--- src/rtl/pfdp_pkg.sv ---
// Shared types, widths and codes for the packet FIFO with drop policy.
`default_nettype none
package pfdp_pkg;

   localparam int DEPTH = 32;
   localparam int PTR_W = $clog2(DEPTH);
   localparam int CNT_W = $clog2(DEPTH + 1);
   localparam int ID_W = 16;
   localparam int BYTES_W = 16;
   localparam int TOTAL_W = $clog2(DEPTH * ((1 << BYTES_W) - 1) + 1);
   localparam int DROP_W = 32;
   localparam int MAXPK_W = 6;
   localparam int MAXBY_W = 32;
   localparam int CSR_IDX_W = 2;
   localparam int CSR_DATA_W = 32;
   localparam int KIND_W = 3;

   typedef enum logic [CSR_IDX_W-1:0] {
      CSR_MAX_PACKETS = 2'd0,
      CSR_MAX_BYTES   = 2'd1,
      CSR_DROP_POLICY = 2'd2
   } csr_idx_type;

   typedef enum logic {
      OP_ENQUEUE = 1'b0,
      OP_DEQUEUE = 1'b1
   } op_type;

   typedef enum logic {
      POLICY_TAIL_DROP = 1'b0,
      POLICY_HEAD_DROP = 1'b1
   } policy_type;

   typedef enum logic [KIND_W-1:0] {
      KIND_ACCEPTED = 3'd0,
      KIND_TAIL_DROP = 3'd1,
      KIND_EVICTED = 3'd2,
      KIND_DEQUEUED = 3'd3,
      KIND_EMPTY = 3'd4
   } kind_type;

   typedef struct packed {
      logic [ID_W-1:0]    id;
      logic [BYTES_W-1:0] bytes;
   } entry_type;

   typedef struct packed {
      logic             en;
      logic [PTR_W-1:0] addr;
      entry_type        entry;
   } mem_wr_type;

endpackage
`default_nettype wire

--- src/rtl/pfdp_if.sv ---
// Channel interfaces: enqueue/dequeue requests, results and register writes.
`default_nettype none
interface pfdp_req_if import pfdp_pkg::*; ();
   logic               valid;
   logic               ready;
   logic               op;
   logic [ID_W-1:0]    pkt_id;
   logic [BYTES_W-1:0] pkt_bytes;

   modport source (output valid, op, pkt_id, pkt_bytes, input ready);
   modport sink (input valid, op, pkt_id, pkt_bytes, output ready);
endinterface

interface pfdp_rsp_if import pfdp_pkg::*; ();
   logic               valid;
   logic               ready;
   logic [KIND_W-1:0]  kind;
   logic [ID_W-1:0]    out_id;
   logic [BYTES_W-1:0] out_bytes;
   logic [CNT_W-1:0]   queued_packets;
   logic [TOTAL_W-1:0] queued_bytes;
   logic [DROP_W-1:0]  overflow_count;
   logic               last;

   modport source (output valid, kind, out_id, out_bytes, queued_packets, queued_bytes,
                   overflow_count, last, input ready);
   modport sink (input valid, kind, out_id, out_bytes, queued_packets, queued_bytes,
                 overflow_count, last, output ready);
endinterface

interface pfdp_csr_if import pfdp_pkg::*; ();
   logic                  valid;
   logic                  ready;
   logic [CSR_IDX_W-1:0]  index;
   logic [CSR_DATA_W-1:0] data;

   modport source (output valid, index, data, input ready);
   modport sink (input valid, index, data, output ready);
endinterface
`default_nettype wire

--- src/rtl/packet_fifo_drop_policy_core.sv ---
// Packet FIFO with tail-drop or head-drop overflow handling.
//
// req: one transaction is an enqueue (id and byte size) or a dequeue.
// rsp: one transaction per action; last marks the final result of a request.
//   An enqueue under head-drop may first give one evicted result per removed
//   packet, then the accepted or tail-dropped result for the arriving packet.
// csr: register writes (max_packets, max_bytes, drop_policy), always ready;
//   write only while no request is in flight.
// Sequence: a request is taken in S_IDLE and its first result is loaded
//   into the output register in S_EVAL once that register is free. Each
//   eviction passes through S_WAIT, since the packet store has a registered
//   read port and is re-read after the head moves.
// A new request is taken only after the previous one has given its last
//   result to the output register. When rsp stalls, the result is held and
//   the block waits with it.
// Reset empties the queue and clears the overflow count, limits, policy and rsp valid.
`default_nettype none
module packet_fifo_drop_policy_core import pfdp_pkg::*; (
   input  wire logic  clock,
   input  wire logic  reset,
   pfdp_req_if.sink   req_if,
   pfdp_rsp_if.source rsp_if,
   pfdp_csr_if.sink   csr_if
);

   typedef enum logic [1:0] {
      S_IDLE,
      S_EVAL,
      S_WAIT
   } state_type;

   state_type          state_ff, state_in;
   logic [PTR_W-1:0]   head_ff, head_in;
   logic [PTR_W-1:0]   tail_ff, tail_in;
   logic [CNT_W-1:0]   count_ff, count_in;
   logic [TOTAL_W-1:0] total_ff, total_in;
   logic [DROP_W-1:0]  drop_ff, drop_in;
   logic [MAXPK_W-1:0] max_pk_ff, max_pk_in;
   logic [MAXBY_W-1:0] max_by_ff, max_by_in;
   logic               policy_ff, policy_in;
   logic               op_ff, op_in;
   logic [ID_W-1:0]    id_ff, id_in;
   logic [BYTES_W-1:0] bytes_ff, bytes_in;
   logic               rsp_valid_ff, rsp_valid_in;
   kind_type           rsp_kind_ff, rsp_kind_in;
   logic [ID_W-1:0]    rsp_id_ff, rsp_id_in;
   logic [BYTES_W-1:0] rsp_bytes_ff, rsp_bytes_in;
   logic [CNT_W-1:0]   rsp_cnt_ff, rsp_cnt_in;
   logic [TOTAL_W-1:0] rsp_total_ff, rsp_total_in;
   logic [DROP_W-1:0]  rsp_drop_ff, rsp_drop_in;
   logic               rsp_last_ff, rsp_last_in;

   mem_wr_type         wr;
   entry_type          head_entry;
   logic               out_free;
   logic [CNT_W-1:0]   cnt_limit;
   logic               cnt_over;
   logic               vol_over;
   logic               over;
   logic [PTR_W-1:0]   head_next;
   logic [PTR_W-1:0]   tail_next;
   logic [DROP_W-1:0]  drop_bump;

   pfdp_store u_store (
      .clock    (clock),
      .wr       (wr),
      .rd_addr  (head_ff),
      .rd_entry (head_entry)
   );

   assign out_free  = !rsp_valid_ff || rsp_if.ready;
   assign cnt_limit = (max_pk_ff == '0 || 32'(max_pk_ff) > 32'(DEPTH)) ?
                      CNT_W'(DEPTH) : CNT_W'(max_pk_ff);
   assign cnt_over  = ({1'b0, count_ff} + (CNT_W+1)'(1)) > {1'b0, cnt_limit};
   assign vol_over  = (max_by_ff != '0) &&
                      ((33'(total_ff) + 33'(bytes_ff)) > 33'(max_by_ff));
   assign over      = cnt_over || vol_over;
   assign head_next = (head_ff == PTR_W'(DEPTH - 1)) ? '0 : head_ff + PTR_W'(1);
   assign tail_next = (tail_ff == PTR_W'(DEPTH - 1)) ? '0 : tail_ff + PTR_W'(1);
   assign drop_bump = (drop_ff != '1) ? drop_ff + DROP_W'(1) : drop_ff;

   always_comb begin
      state_in     = state_ff;
      head_in      = head_ff;
      tail_in      = tail_ff;
      count_in     = count_ff;
      total_in     = total_ff;
      drop_in      = drop_ff;
      max_pk_in    = max_pk_ff;
      max_by_in    = max_by_ff;
      policy_in    = policy_ff;
      op_in        = op_ff;
      id_in        = id_ff;
      bytes_in     = bytes_ff;
      rsp_valid_in = rsp_valid_ff && !rsp_if.ready;
      rsp_kind_in  = rsp_kind_ff;
      rsp_id_in    = rsp_id_ff;
      rsp_bytes_in = rsp_bytes_ff;
      rsp_cnt_in   = rsp_cnt_ff;
      rsp_total_in = rsp_total_ff;
      rsp_drop_in  = rsp_drop_ff;
      rsp_last_in  = rsp_last_ff;
      wr           = '0;

      if (csr_if.valid) begin
         case (csr_if.index)
            CSR_MAX_PACKETS: max_pk_in = csr_if.data[MAXPK_W-1:0];
            CSR_MAX_BYTES:   max_by_in = csr_if.data[MAXBY_W-1:0];
            CSR_DROP_POLICY: policy_in = csr_if.data[0];
            default: ;
         endcase
      end

      case (state_ff)
         S_IDLE: begin
            if (req_if.valid) begin
               op_in    = req_if.op;
               id_in    = req_if.pkt_id;
               bytes_in = req_if.pkt_bytes;
               state_in = S_EVAL;
            end
         end
         S_EVAL: begin
            if (out_free) begin
               rsp_valid_in = 1'b1;
               rsp_last_in  = 1'b1;
               state_in     = S_IDLE;
               if (op_ff == OP_DEQUEUE) begin
                  if (count_ff == '0) begin
                     rsp_kind_in  = KIND_EMPTY;
                     rsp_id_in    = '0;
                     rsp_bytes_in = '0;
                  end else begin
                     head_in      = head_next;
                     count_in     = count_ff - CNT_W'(1);
                     total_in     = total_ff - TOTAL_W'(head_entry.bytes);
                     rsp_kind_in  = KIND_DEQUEUED;
                     rsp_id_in    = head_entry.id;
                     rsp_bytes_in = head_entry.bytes;
                  end
               end else if (policy_ff == POLICY_HEAD_DROP && count_ff != '0 && over) begin
                  head_in      = head_next;
                  count_in     = count_ff - CNT_W'(1);
                  total_in     = total_ff - TOTAL_W'(head_entry.bytes);
                  drop_in      = drop_bump;
                  rsp_kind_in  = KIND_EVICTED;
                  rsp_id_in    = head_entry.id;
                  rsp_bytes_in = head_entry.bytes;
                  rsp_last_in  = 1'b0;
                  state_in     = S_WAIT;
               end else if (!over) begin
                  wr.en        = 1'b1;
                  wr.addr      = tail_ff;
                  wr.entry.id  = id_ff;
                  wr.entry.bytes = bytes_ff;
                  tail_in      = tail_next;
                  count_in     = count_ff + CNT_W'(1);
                  total_in     = total_ff + TOTAL_W'(bytes_ff);
                  rsp_kind_in  = KIND_ACCEPTED;
                  rsp_id_in    = id_ff;
                  rsp_bytes_in = bytes_ff;
               end else begin
                  drop_in      = drop_bump;
                  rsp_kind_in  = KIND_TAIL_DROP;
                  rsp_id_in    = id_ff;
                  rsp_bytes_in = bytes_ff;
               end
               rsp_cnt_in   = count_in;
               rsp_total_in = total_in;
               rsp_drop_in  = drop_in;
            end
         end
         S_WAIT: begin
            state_in = S_EVAL;
         end
         default: begin
            state_in = S_IDLE;
         end
      endcase
   end

   always_ff @(posedge clock) begin
      if (reset) begin
         state_ff     <= S_IDLE;
         head_ff      <= '0;
         tail_ff      <= '0;
         count_ff     <= '0;
         total_ff     <= '0;
         drop_ff      <= '0;
         max_pk_ff    <= '0;
         max_by_ff    <= '0;
         policy_ff    <= POLICY_TAIL_DROP;
         rsp_valid_ff <= 1'b0;
      end else begin
         state_ff     <= state_in;
         head_ff      <= head_in;
         tail_ff      <= tail_in;
         count_ff     <= count_in;
         total_ff     <= total_in;
         drop_ff      <= drop_in;
         max_pk_ff    <= max_pk_in;
         max_by_ff    <= max_by_in;
         policy_ff    <= policy_in;
         rsp_valid_ff <= rsp_valid_in;
      end
      op_ff        <= op_in;
      id_ff        <= id_in;
      bytes_ff     <= bytes_in;
      rsp_kind_ff  <= rsp_kind_in;
      rsp_id_ff    <= rsp_id_in;
      rsp_bytes_ff <= rsp_bytes_in;
      rsp_cnt_ff   <= rsp_cnt_in;
      rsp_total_ff <= rsp_total_in;
      rsp_drop_ff  <= rsp_drop_in;
      rsp_last_ff  <= rsp_last_in;
   end

   assign req_if.ready          = (state_ff == S_IDLE);
   assign csr_if.ready          = 1'b1;
   assign rsp_if.valid          = rsp_valid_ff;
   assign rsp_if.kind           = rsp_kind_ff;
   assign rsp_if.out_id         = rsp_id_ff;
   assign rsp_if.out_bytes      = rsp_bytes_ff;
   assign rsp_if.queued_packets = rsp_cnt_ff;
   assign rsp_if.queued_bytes   = rsp_total_ff;
   assign rsp_if.overflow_count = rsp_drop_ff;
   assign rsp_if.last           = rsp_last_ff;

   a_not_last_is_evict: assert property (@(posedge clock) disable iff (reset)
      rsp_valid_ff && !rsp_last_ff |-> rsp_kind_ff == KIND_EVICTED)
      else $error("non-final result is not an eviction");

   a_count_in_range: assert property (@(posedge clock) disable iff (reset)
      32'(count_ff) <= 32'(DEPTH))
      else $error("packet count exceeds store depth");

   a_empty_no_bytes: assert property (@(posedge clock) disable iff (reset)
      count_ff == '0 |-> total_ff == '0)
      else $error("empty queue holds bytes");

   a_accept_to_eval: assert property (@(posedge clock) disable iff (reset)
      req_if.valid && req_if.ready |=> state_ff == S_EVAL)
      else $error("accepted transaction not evaluated");

   a_drop_monotonic: assert property (@(posedge clock) disable iff (reset)
      1'b1 |=> drop_ff >= $past(drop_ff))
      else $error("overflow count decreased");

endmodule
`default_nettype wire

--- src/rtl/pfdp_store.sv ---
// Packet id and size store: one write port, one registered read port.
`default_nettype none
module pfdp_store import pfdp_pkg::*; (
   input  wire logic             clock,
   input  wire mem_wr_type       wr,
   input  wire logic [PTR_W-1:0] rd_addr,
   output entry_type             rd_entry
);

   entry_type mem [DEPTH];
   entry_type rd_entry_ff;

   always_ff @(posedge clock) begin
      if (wr.en) begin
         mem[wr.addr] <= wr.entry;
      end
   end

   always_ff @(posedge clock) begin
      rd_entry_ff <= mem[rd_addr];
   end

   assign rd_entry = rd_entry_ff;

endmodule
`default_nettype wire

--- src/flat_wrapper.sv ---
// flat-port wrapper written by rule: the top's interface ports become plain ports
module packet_fifo_drop_policy_core_flat import pfdp_pkg::*;
  (clock, reset, req_if_valid, req_if_op, req_if_pkt_id, req_if_pkt_bytes, req_if_ready, rsp_if_valid, rsp_if_kind, rsp_if_out_id, rsp_if_out_bytes, rsp_if_queued_packets, rsp_if_queued_bytes, rsp_if_overflow_count, rsp_if_last, rsp_if_ready, csr_if_valid, csr_if_index, csr_if_data, csr_if_ready);
  pfdp_req_if req_if_i ();
  pfdp_rsp_if rsp_if_i ();
  pfdp_csr_if csr_if_i ();
  input  wire logic clock;
  input  wire logic reset;
  input wire logic [$bits(req_if_i.valid)-1:0] req_if_valid;
  input wire logic [$bits(req_if_i.op)-1:0] req_if_op;
  input wire logic [$bits(req_if_i.pkt_id)-1:0] req_if_pkt_id;
  input wire logic [$bits(req_if_i.pkt_bytes)-1:0] req_if_pkt_bytes;
  output wire logic [$bits(req_if_i.ready)-1:0] req_if_ready;
  output wire logic [$bits(rsp_if_i.valid)-1:0] rsp_if_valid;
  output wire logic [$bits(rsp_if_i.kind)-1:0] rsp_if_kind;
  output wire logic [$bits(rsp_if_i.out_id)-1:0] rsp_if_out_id;
  output wire logic [$bits(rsp_if_i.out_bytes)-1:0] rsp_if_out_bytes;
  output wire logic [$bits(rsp_if_i.queued_packets)-1:0] rsp_if_queued_packets;
  output wire logic [$bits(rsp_if_i.queued_bytes)-1:0] rsp_if_queued_bytes;
  output wire logic [$bits(rsp_if_i.overflow_count)-1:0] rsp_if_overflow_count;
  output wire logic [$bits(rsp_if_i.last)-1:0] rsp_if_last;
  input wire logic [$bits(rsp_if_i.ready)-1:0] rsp_if_ready;
  input wire logic [$bits(csr_if_i.valid)-1:0] csr_if_valid;
  input wire logic [$bits(csr_if_i.index)-1:0] csr_if_index;
  input wire logic [$bits(csr_if_i.data)-1:0] csr_if_data;
  output wire logic [$bits(csr_if_i.ready)-1:0] csr_if_ready;
  assign req_if_i.valid = req_if_valid;
  assign req_if_i.op = req_if_op;
  assign req_if_i.pkt_id = req_if_pkt_id;
  assign req_if_i.pkt_bytes = req_if_pkt_bytes;
  assign req_if_ready = req_if_i.ready;
  assign rsp_if_valid = rsp_if_i.valid;
  assign rsp_if_kind = rsp_if_i.kind;
  assign rsp_if_out_id = rsp_if_i.out_id;
  assign rsp_if_out_bytes = rsp_if_i.out_bytes;
  assign rsp_if_queued_packets = rsp_if_i.queued_packets;
  assign rsp_if_queued_bytes = rsp_if_i.queued_bytes;
  assign rsp_if_overflow_count = rsp_if_i.overflow_count;
  assign rsp_if_last = rsp_if_i.last;
  assign rsp_if_i.ready = rsp_if_ready;
  assign csr_if_i.valid = csr_if_valid;
  assign csr_if_i.index = csr_if_index;
  assign csr_if_i.data = csr_if_data;
  assign csr_if_ready = csr_if_i.ready;
  packet_fifo_drop_policy_core u_core (.clock(clock), .reset(reset), .req_if(req_if_i), .rsp_if(rsp_if_i), .csr_if(csr_if_i));
endmodule
--- config.mk ---
export PLATFORM = sky130hd
export DESIGN_NAME = packet_fifo_drop_policy_core_flat
export DESIGN_NICKNAME = d
export VERILOG_FILES = /design/src/rtl/pfdp_pkg.sv /design/src/rtl/pfdp_if.sv /design/src/rtl/packet_fifo_drop_policy_core.sv /design/src/rtl/pfdp_store.sv /design/src/flat_wrapper.sv
export SDC_FILE = /design/constraint.sdc
export NUM_CORES = 2
export LEC_CHECK = 0
export BUFFER_PORTS_ARGS = -buffer_cell sky130_fd_sc_hd__clkbuf_2
export CAP_MARGIN = 20
export CORE_UTILIZATION = 55
export CTS_CLUSTER_SIZE = 10
export DETAILED_ROUTE_END_ITERATION = 6
export GPL_TIMING_DRIVEN = 0
export PLACE_DENSITY = 0.72
export SETUP_SLACK_MARGIN = 0.2
export SLEW_MARGIN = 20
export SYNTH_ARGS = -nofsm -noshare
export SYNTH_HDL_FRONTEND = slang
export SYNTH_SLANG_ARGS = --single-unit
--- constraint.sdc ---
create_clock -name clock -period 10.59 [get_ports clock]
set_input_delay 1.059 -clock clock [delete_from_list [all_inputs] [get_ports clock]]
set_output_delay 1.059 -clock clock [all_outputs]
set_load 0.005 [all_outputs]
==> results.md <==
* Post-synth EDFFs at 1152
* HP Class: reg2reg
* Num rows at 113
* Clock tree from TritonCTS: yes
* CP Max Fanout at 10
* Fin Setup TNS at 0 ns
* Seq cells post-synth at 1295
* Initial antenna violation count at 1
* Design Power at 11.2 mW
* WS Path Type: reg2reg
* Mean area per synthesized cell at 18.0 um^2
* CTS Sinks at 1295
* Synth-to-Final Area Change at 16.7%
* Post-Synthesis Cell Area at 0.0526 mm^2
* Max cap viols at 0
* Placer Congestion at 0.902
* R2R setup slack at 3.16 ns
* Diode count at 0
* Mapped Cells at 2918
* PwrDens at 182 mW/mm^2
* Seq/Total Area, Yosys at 71.3%
* Total CTS buffers at 148
* Netlist cell types at 87
* Routed len/inst at 30.8 um
* CORE AREA at 0.0949 mm^2
* Unrepaired setup endpoints after global routing: no
* Synth top cells by count: edfxtp_1, mux4_2, nor2_1
* I/O Buffers at 168
* Setup bufs post-CTS at 0
* Initial DRC Count at 4013
* Mapped Nets at 3059
* Initial core utilization at 55.4%
* Worst hold path depth at 2
* Routed Antenna Nets at 0
* CTS root buffer: clkbuf_16
* Share of the synthesized area in the top cell type at 65.8%
* Synth warnings at 0
* Grt total ovfl at 0
* Core Util, Final at 64.7%
* Endpoints failing setup at 0
* Final period utilization at 70.2%
* Number of global-route vias before repair at 30900
* Via count at 30600
* Ys flop type: edfxtp_1
* Ys async rst share at 0%
* Worst flop-to-flop path endpoint: u_core.u_store.mem[9][18]$_DFFE_PP_
* WHS at 0.464 ns
* Data required, critical path at 11.03 ns
* Worst Skew at 0.0517 ns
* Arrival time at the worst endpoint at 7.87 ns
* Endpoints failing hold at 0
* Non-Filler Instances at 4728
* Clock slew seen by the registers of the worst setup and hold paths at 0.06 ns
* Vias/cell at 6.48
* Hold endpoint: u_core.max_by_ff[27]$_SDFFE_PP0P_
* Reg-to-reg critical path startpoint: u_core.bytes_ff[0]$_DFFE_PP_
* Status: complete, but fails checks
* Reg2Reg Depth at 23
* Synth area leaders: edfxtp_1, mux4_2, dfxtp_1
* Worst-skew pair later-pin latency at 0.77 ns
* Cells after DPL at 4464
* Filler instances at 6270
* Highest clock rate at 135 MHz
* Die H at 311 um
* Worst vdd ir at 183 uV
* Post-CTS Resized at 0
* Largest net degree at the start of global routing at 40
* Hold_buf cts at 0
* Fin nets at 3491
* Final HPWL DP at 97900 um
* Post-synth top area cell: edfxtp_1
* Startpoint Class: register
* Final WL at 146000 um
* CTS H-Tree Depth at 4
* CTS Buffer Depth at 3
* GRT Overall Usage at 30.3%
* Static leakage at 21.6 nW
* Dominant cell by count in the synthesized netlist: edfxtp_1
* Final Max Slew Viols at 0
* Slew headroom at 22.2%
* Post-route minimum period at 7.43 ns
* Launch point of the worst hold path: u_core.max_by_ff[27]$_SDFFE_PP0P_
* Residual DRC at 1
* Failing checks: design-rule violations
* Slew @ Worst Pin at 1.17 ns
* DRT Pass-1 Iters at 7
* Die Width at 311 um
* IO Count at 170
* Die Footprint at 0.0968 mm^2
* Layout cells sized above 1 at 26.8%
* CP Capture Type: register
* First-pass GRT wire length at 210000 um
cells by family after synthesis:
group                      count (synthesis)  synth area share [%]
muxes                                    377                  14.9
and+or+nand+nor                          584                  5.55
adders and majority gates                 69                  1.67
xor gates and xnor gates                  77                  1.28
other                                      1               0.00713
AOI/OAI and AO/OA                        291                  3.64
buffers and inverters                    224                  1.69
DFF                                     1295                  71.3
critical path, cell delays in order, from the launching register on:
cell	delay, ns
edfxtp_1	0.46
ha_1	0.24
inv_1	0.07
fa_1	0.46
nor2b_1	0.16
o31a_1	0.31
o211a_1	0.24
o21a_1	0.17
nor4_1	0.06
a311oi_1	0.53
inv_1	0.14
ha_1	0.34
nand4_1	0.10
or4_4	0.43
nor4_1	0.29
nor3_1	0.22
a21boi_1	0.31
nand2_1	0.29
clkbuf_1	0.44
nor4_2	0.78
buf_4	0.29
buf_2	0.25
buf_2	0.25
buf_2	0.25
placed cells by master (no fill, tap or decap), types with 18 or more instances in the layout:
cell type  netlist  layout
nand4_1         19      19
mux2_2          45      45
o21ai_0         57      57
clkbuf_1       110     198
ha_1            67      67
nand3_1         37      37
and3_1          43      35
inv_1           64      64
edfxtp_1      1152    1152
a21oi_1         95      95
nand2_1        156     156
buf_2           14      74
clkbuf_16        0     150
o21a_1          22      22
nor4_1          42      34
clkbuf_2         0     180
xor2_1          32      32
nor2_4           1      25
mux4_2         320     320
nor2_1         158     133
xnor2_1         45      45
dfxtp_1        143     143
buf_4            6      24
nor3_1          30      30
a22o_1          18      18
buf_16           0      43
metrics by stage:
step                cell area (um^2)  setup slack [ns]
floorplan                      52600              3.11
global placement               55000             -3.26
detailed placement             56900              3.47
CTS                            61300              3.36
global route                   61300              3.02
finish                         61300              3.16
layout make-up:
type | instances | area, um^2 | share of cell area [%]
Buffer | 158 | 676 | 1.10
Clock buffer | 249 | 4150 | 6.76
Clock inverter | 14 | 228 | 0.371
Inverter | 66 | 248 | 0.404
Multi-Input combinational cell | 1399 | 14500 | 23.6
Sequential cell | 1295 | 37500 | 61.1
Tap cell | 1265 | 1580 | 2.58
Timing Repair Buffer | 282 | 2540 | 4.14
power breakdown:
part           total (mW)  leakage, nW  internal [mW]  switching [mW]
clock                4.66         2.07           2.67            1.99
combinational       0.867         6.65          0.291           0.576
sequential           5.66         12.9           5.62          0.0409
routing by layer:
layer	global-route usage, %	vias to the layer above	wire length, um	share of wire [%]
met1	39.4	15600	53200	36
met4	11.0	0	5190	3.6
met3	6.37	365	14500	10
met2	50.7	2029	72800	50
li1	-	12600	-	-
met5	0	-	0	0
worst max-delay path by stage:
stage / start / end / depth (start not counted)
after floorplan: u_core.bytes_ff[0]$_DFFE_PP_ / u_core.u_store.mem[11][0]$_DFFE_PP_ / 18
after global placement: u_core.bytes_ff[0]$_DFFE_PP_ / u_core.u_store.mem[5][17]$_DFFE_PP_ / 18
after detailed placement: u_core.bytes_ff[0]$_DFFE_PP_ / u_core.u_store.mem[13][21]$_DFFE_PP_ / 23
after CTS: u_core.bytes_ff[0]$_DFFE_PP_ / u_core.u_store.mem[13][20]$_DFFE_PP_ / 23
after global routing: u_core.bytes_ff[0]$_DFFE_PP_ / u_core.u_store.mem[13][21]$_DFFE_PP_ / 23
final: u_core.bytes_ff[0]$_DFFE_PP_ / u_core.u_store.mem[9][18]$_DFFE_PP_ / 23
state kept, by name (all words and copies together) (netlist names), 2 cells and up:
| signal | count |
|---|---|
| u_core.u_store.mem | 1024 |
| u_core.drop_ff | 32 |
| u_core.max_by_ff | 32 |
| u_core.rsp_if.overflow_count | 32 |
| u_core.u_store.rd_entry | 32 |
| u_core.rsp_if.queued_bytes | 21 |
| u_core.total_ff | 21 |
| u_core.bytes_ff | 16 |
| u_core.id_ff | 16 |
| u_core.rsp_if.out_bytes | 16 |
| u_core.rsp_if.out_id | 16 |
| u_core.count_ff | 6 |
| u_core.max_pk_ff | 6 |
| u_core.rsp_if.queued_packets | 6 |
| u_core.head_ff | 5 |
| u_core.tail_ff | 5 |
| u_core.rsp_if.kind | 3 |
| u_core.state_ff | 2 |
Note: power is estimated with default switching activity, not from simulation.
